**config.mk**
```make
export PLATFORM = sky130hd
export DESIGN_NAME = spms_word_seq
export DESIGN_NICKNAME = d
export VERILOG_FILES = /design/src/hdl/spms_pkg.sv /design/src/hdl/spms_word_seq.sv
export SDC_FILE = /design/constraint.sdc
export NUM_CORES = 1
export LEC_CHECK = 0
export CORE_MARGIN = 2
export CORE_UTILIZATION = 40
export DETAILED_ROUTE_END_ITERATION = 12
export DONT_BUFFER_PORTS = 1
export HOLD_SLACK_MARGIN = 0.02
export PLACE_DENSITY = 0.53
export SYNTH_ARGS = -nofsm -noshare
export SYNTH_HDL_FRONTEND = slang
export SYNTH_SLANG_ARGS = --single-unit
```
**constraint.sdc**
```tcl
create_clock -name clk -period 2.38 [get_ports clk]
set_input_delay 0.119 -clock clk [delete_from_list [all_inputs] [get_ports clk]]
set_output_delay 0.119 -clock clk [all_outputs]
set_load 0.1 [all_outputs]
```
**src/hdl/spms_pkg.sv**
```systemverilog
// shared types and constants of the stereo playback mode shaper
package spms_pkg;

    // fixed width of the codec and file words on the ports
    localparam int WORD_W = 16;

    // width of the configuration data bus (widest register)
    localparam int CFG_DATA_W = 17;

    // delay length after reset, in stereo frames
    localparam int RESET_DELAY_FRAMES = 44100;

    // configuration register indexes
    localparam logic [0:0] REG_PLAY_MODE    = 1'b0;
    localparam logic [0:0] REG_DELAY_LENGTH = 1'b1;

    // play modes
    typedef enum logic [1:0] {
        MODE_NORMAL = 2'd0,
        MODE_DOUBLE = 2'd1,
        MODE_HALF   = 2'd2,
        MODE_DELAY  = 2'd3
    } mode_t;

    // one resolved frame handed to the word sequencer
    typedef struct packed {
        logic [WORD_W-1:0] left;
        logic [WORD_W-1:0] right;
        logic              quad;
    } frame_t;

endpackage

```
**src/hdl/spms_word_seq.sv**
```systemverilog
// word sequencer: emits two or four codec words for each resolved frame
module spms_word_seq (
    input  logic                          clk,
    input  logic                          rst_n,
    input  logic                          frame_valid,
    output logic                          frame_ready,
    input  spms_pkg::frame_t              frame,
    output logic                          out_valid,
    input  logic                          out_ready,
    output logic [spms_pkg::WORD_W-1:0]   codec_word,
    output logic                          last_of_frame
);
    import spms_pkg::*;

    logic       busy_reg;
    logic       busy_next;
    logic [1:0] idx_reg;
    logic [1:0] idx_next;
    frame_t     frame_reg;
    logic       out_accept;

    // word select: half speed repeats each word, other modes emit left, right
    always_comb
    begin
        if (frame_reg.quad)
        begin
            codec_word    = idx_reg[1] ? frame_reg.right : frame_reg.left;
            last_of_frame = (idx_reg == 2'd3);
        end
        else
        begin
            codec_word    = idx_reg[0] ? frame_reg.right : frame_reg.left;
            last_of_frame = (idx_reg == 2'd1);
        end
    end

    assign out_valid   = busy_reg;
    assign out_accept  = out_valid && out_ready;
    assign frame_ready = !busy_reg || (out_accept && last_of_frame);

    // sequencing control
    always_comb
    begin
        busy_next = busy_reg;
        idx_next  = idx_reg;
        if (frame_valid && frame_ready)
        begin
            busy_next = 1'b1;
            idx_next  = 2'd0;
        end
        else if (out_accept)
        begin
            if (last_of_frame)
            begin
                busy_next = 1'b0;
            end
            else
            begin
                idx_next = idx_reg + 2'd1;
            end
        end
    end

    always_ff @(posedge clk or negedge rst_n)
    begin
        if (!rst_n)
        begin
            busy_reg <= 1'b0;
            idx_reg  <= 2'd0;
        end
        else
        begin
            busy_reg <= busy_next;
            idx_reg  <= idx_next;
        end
    end

    // frame payload
    always_ff @(posedge clk)
    begin
        if (frame_valid && frame_ready)
        begin
            frame_reg <= frame;
        end
    end

endmodule

```
After elaboration in Yosys (flattened, before gate mapping)
Index checks and enable logic that the tools add are counted.

word-level totals
  register bits = 36
  input port bits = 37
  output and inout port bits = 19
  word-level logic and storage cells = 28

operators by class
  $add $sub $neg = 1
  eq/ne operators = 3
  mux-type cells = 10
  reduce and logical (&&, ||, !) cells = 9

operator list
  kind                   count
  $mux W16               3
  $mux W2                3
  $mux W1                4
  $reduce_and A2 Y1      2
  $reduce_bool A2 Y1     2
  $logic_and A1 B1 Y1    3
  $add A2 B1 Y2 const B  1
  $eq A2 B1 Y1 const B   1
  $eq A2 B2 Y1 const B   1
  $ne A2 B1 Y1 const B   1
  $logic_not A1 Y1       1
  $logic_or A1 B1 Y1     1

Logic depth before layout (Yosys ltp)
  depth in word-level cells = 7
  mapped depth = 3
  mapped depth without buffers = 3

Worst setup path after synthesis
Ideal clock, no wire load.

  kind = register to register
  start = register busy_reg, in the netlist out_valid
  end = register frame_reg[0] in the netlist's numbering (enable)
  setup time = 0.393 ns
  arrival time = 2.344 ns
  required time = 1.987 ns
  slack = -0.358 ns
  stages on the path, launching flop included = 4
  path buffers = 0
  clock period less this slack = 2.738 ns
  path through = dfrtp_1 inv_1 a31o_2 and2_1

on the way
  cells in the longest elaborated chain, start to end = 4
  elaborated cells on any way between the ends = 5
  classes of those cells = reduce/logical (5)

ends and longest elaborated chain
  item                    line                 RTL
  from (decl)             spms_word_seq.sv:15  logic busy_reg;
  from (signal assigned)  spms_word_seq.sv:73  busy_reg <= busy_next;
  $logic_and A1 B1 Y1     spms_word_seq.sv:38  assign out_accept = out_valid && out_ready;
  $logic_and A1 B1 Y1     spms_word_seq.sv:39  assign frame_ready = !busy_reg || (out_accept && last_of_frame);
  $logic_or A1 B1 Y1 *    spms_word_seq.sv:39
  named net frame_ready   spms_word_seq.sv:6   output logic frame_ready,
  $logic_and A1 B1 Y1 *   spms_word_seq.sv:81  if (frame_valid && frame_ready)
  to (signal assigned)    spms_word_seq.sv:83  frame_reg <= frame;
  to (decl)               spms_word_seq.sv:19  frame_t frame_reg;

Mark *: on every way through the listed nets, which the timed path passes. The rest lies on a longest branch.
A chain may end at the register's enable or synchronous reset.

Final worst setup path
  start = register frame_reg[0] in the netlist's numbering
  end = output codec_word[0] in the netlist's numbering

on the way
  cells in the longest elaborated chain, start to end = 1

ends and longest elaborated chain
  item       line                 RTL
  $mux W16   spms_word_seq.sv:25  if (frame_reg.quad)
  to (decl)  spms_word_seq.sv:10  output logic [spms_pkg::WORD_W-1:0] codec_word,

No other way between the ends.

==> reports/qor_table.md <==
| Result | This run | Unit |
| --- | --- | --- |
| Outcome | finished, final reports clean | - |
| Required time reported for the critical path endpoint | 2.26 | ns |
| Max Transition Viols Final | 0 | - |
| Top-level I/O count | 56 | - |
| Share of synthesized area occupied by flip-flops and latches | 74.8 | % |
| Maximum net fanout on the critical path | 10 | - |
| Die span in x | 63.7 | um |
| Number of global-route vias before repair | 787 | - |
| Slowest Stage Delay on Critical Path | 0.47 | ns |
| Final critical delay including setup and external delays | 2.05 | ns |
| Share of the synthesized area in the top cell type | 69.5 | % |
| TritonCTS Buffers | 5 | - |
| Ratio of cells with drive above 1 in the final layout | 23.5 | % |
| Critical path data arrival time | 1.93 | ns |
| Setup violations, final | 0 | - |
| Initial standard-cell utilization of the core | 42.0 | % |
| Area enclosed by the die boundary | 4060 | sq um |
| CTS tree | yes | - |
| Cell at the root of the clock tree | clkbuf_4 | - |
| Synthesized netlist net count | 108 | - |
| Synthesis-to-finish area growth | 34.9 | % |
| Wire length of the first global-routing pass | 3380 | um |
| GR Overflow Total | 0 | - |
| Worst min-delay path category | in2reg | - |
| N_diodes | 0 | - |
| Number of flip-flops in the largest register | 33 | - |
| H-tree depth | 2 | - |
| Yosys warning count | 0 | - |
| Initial drt markers | 28 | - |
| Depth of the worst register-to-register path | 3 | - |
| HPWL after detailed placement | 1440 | um |
| Post-layout nets | 155 | - |
| GR Layer Usage met1 | 12.0 | % |
| Count of nets left with antenna violations after detail routing | 0 | - |
| Slew of the pin with the lowest slew margin | 0.522 | ns |
| Buffer depth of the longest clock path | 2 | - |
| Post-CTS resize count | 0 | - |
| Basic-gate share of the synthesized area counting and, or, nand and nor cells | 4.83 | % |
| Chip Height | 63.7 | um |
| Post-synthesis share of cell area spent on xor and xnor gates | 0.615 | % |
| Vias after detailed routing | 778 | - |
| Post-Route Setup TNS | 0 | ns |
| Fraction of met3 tracks used by global routing | 7.68 | % |
| Synth top area cells | edfxtp_1 (70%), mux2_4 (11%), dfrtp_1 (5.3%), mux2_2 (4.7%), mux2i_4 (1.6%) | - |
| Area fraction in compound gates after synthesis | 1.58 | % |
| Cell count after synthesis | 71 | - |
| Largest family of logic cells by synthesized area | multiplexers | - |
| Sort of element at the end of the critical path | output pin | - |
| Cell taking the most area after synthesis | edfxtp_1 | - |
| Placeable Area | 3390 | sq um |
| Clock-pin slew on the worst setup and hold paths | 0.10 | ns |
| Kind of start point of the critical path | flip-flop | - |
| Total iterations of the first detailed-routing run | 4 | - |
| Cell at the slowest stage of the critical path | edfxtp_1 | - |
| Max-Cap Viols | 0 | - |
| Count of standard-cell rows | 21 | - |
| Critical setup path kind | reg2out | - |
| Setup repair after global routing missed its margin | false | - |
| Maximum clock frequency | 0.487 | GHz |
| Combined area of all synthesized cells | 1430 | sq um |
| Seq cells post-synth | 36 | - |
| GP Congestion | 0.783 | - |
| Adder and majority cell fraction of the synthesized area | 0 | % |
| Total count of hold-check failures in the final report | 0 | - |
| Critical path, cell by cell | mux2i_4 -> buf_4 -> mux2_4 | - |
| Avg Vias per Cell | 4.72 | - |
| Final Cycle Share | 86.2 | % |
| Number of antenna violations at the first check in global routing | 0 | - |
| Number of fill cells | 267 | - |
| Proportion of synthesized area in mux cells | 16.9 | % |
| Drt wl/cell | 13.2 | um |
| Global router's overall resource usage | 11.8 | % |
| Busiest metal layer after global routing | met2 | - |
| Unique masters post-synth | 16 | - |
| Final routed DRC violation total | 0 | - |
| Routing usage on met2 | 18.9 | % |
| Port Buffer Count | 0 | - |
| Number of clock sinks seen by CTS | 36 | - |
| Normalized max-slew margin | 65.4 | % |
| Average cell area after synthesis | 20.1 | sq um |
| Clock insertion delay at the later pin of the skew report | 0.32 | ns |
| Hold depth | 1 | - |
| Pin count of the biggest net entering global routing | 34 | - |
| Worst clock skew on the final layout | 0.00550 | ns |
| Overall routed net length | 2180 | um |
[path summary, 6_finish.rpt]
| kind | start | slack, ns | end |
|---|---|---|---|
| setup reg to reg | frame_reg[0]$_DFFE_PP_ | 0.68 | frame_reg[25]$_DFFE_PP_ |
| setup / recovery | frame_reg[0]$_DFFE_PP_ | 0.33 | codec_word[0] |
| hold reg to reg | out_valid$_DFFE_PN0P_ | 0.66 | idx_reg[0]$_DFFE_PN0P_ |
| max in group asynchronous | rst_n | 1.67 | idx_reg[0]$_DFFE_PN0P_ |
| hold / removal | frame_valid | 0.25 | frame_reg[21]$_DFFE_PP_ |
| min in group asynchronous | rst_n | 0.57 | idx_reg[1]$_DFFE_PN0P_ |
[final cells by class]
type / instances / area [sq um] / share of cell area (%)
repair buffers: 41 / 400 / 20.8
multi-input cells: 32 / 343 / 17.8
flip-flops and latches: 36 / 1070 / 55.4
clock inverters: 1 / 3.75 / 0.195
well taps: 46 / 57.6 / 2.99
clock buffers: 7 / 45.0 / 2.34
inverters: 2 / 7.51 / 0.390
[per-stage QoR]
step	cell area, sq um	setup slack [ns]	cells	util [%]	hold slack (ns)
CTS	1920	0.277	165	56.7	0.232
global placement	1500	0.667	120	44.4	-0.177
global route	1920	0.236	165	56.7	0.245
finish	1920	0.327	165	56.7	0.248
detailed placement	1500	0.641	120	44.4	-0.177
floorplan	1430	0.158	71	-	-0.177
[metal layers]
| layer | share of wire, % | up-vias |
|---|---|---|
| met5 | 0 | - |
| met4 | 1.8 | 0 |
| met3 | 8.2 | 5 |
| met2 | 51 | 35 |
| met1 | 39 | 367 |
| li1 | - | 371 |
[kinds of logic after synthesis]
group,Yosys count
AOI/OAI and AO/OA,3
xor gates and xnor gates,1
buffers and inverters,3
DFF,36
muxes,17
and+or+nand+nor,11
[placed cells by master, fill, tap and decap left out]
master,instances
dlygate4sd3_1,37
edfxtp_1,33
mux2_4,10
mux2_2,6
clkbuf_4,5
buf_4,4
nand3b_1,3
nand3_1,3
dfrtp_1,3
inv_1,2
nand2b_1,2
clkbuf_1,2
mux2i_4,1
xnor2_1,1
and2_1,1
a31o_2,1
and2_4,1
nor2b_1,1
o21ai_0,1
o311ai_0,1
clkinv_1,1
[cell usage after synthesis]
| master | count |
|---|---|
| buf_6 | 1 |
| nand2b_1 | 2 |
| edfxtp_1 | 33 |
| and2_1 | 2 |
| dfrtp_1 | 3 |
| nand3b_1 | 3 |
| nand3_1 | 3 |
| o21ai_0 | 1 |
| mux2_2 | 6 |
| a31o_2 | 1 |
| xnor2_1 | 1 |
| o311ai_0 | 1 |
| mux2i_4 | 1 |
| nor2b_1 | 1 |
| inv_1 | 2 |
| mux2_4 | 10 |
[worst max-delay path, delay by kind of cell (launching register included)]
family	cells	cell delay (ns)
DFF	1	0.47
muxes	2	0.84
buffers and inverters	1	0.29
[what timing repair did]
action | in CTS | in global routing
buffers inserted | 0 | 0
hold endpoints to repair | 39 | 0
hold buffers | 37 | 0
Power is left out: the tool's default activity adds up to more than one toggle a clock period on the data nets, which glitch-free logic cannot reach.
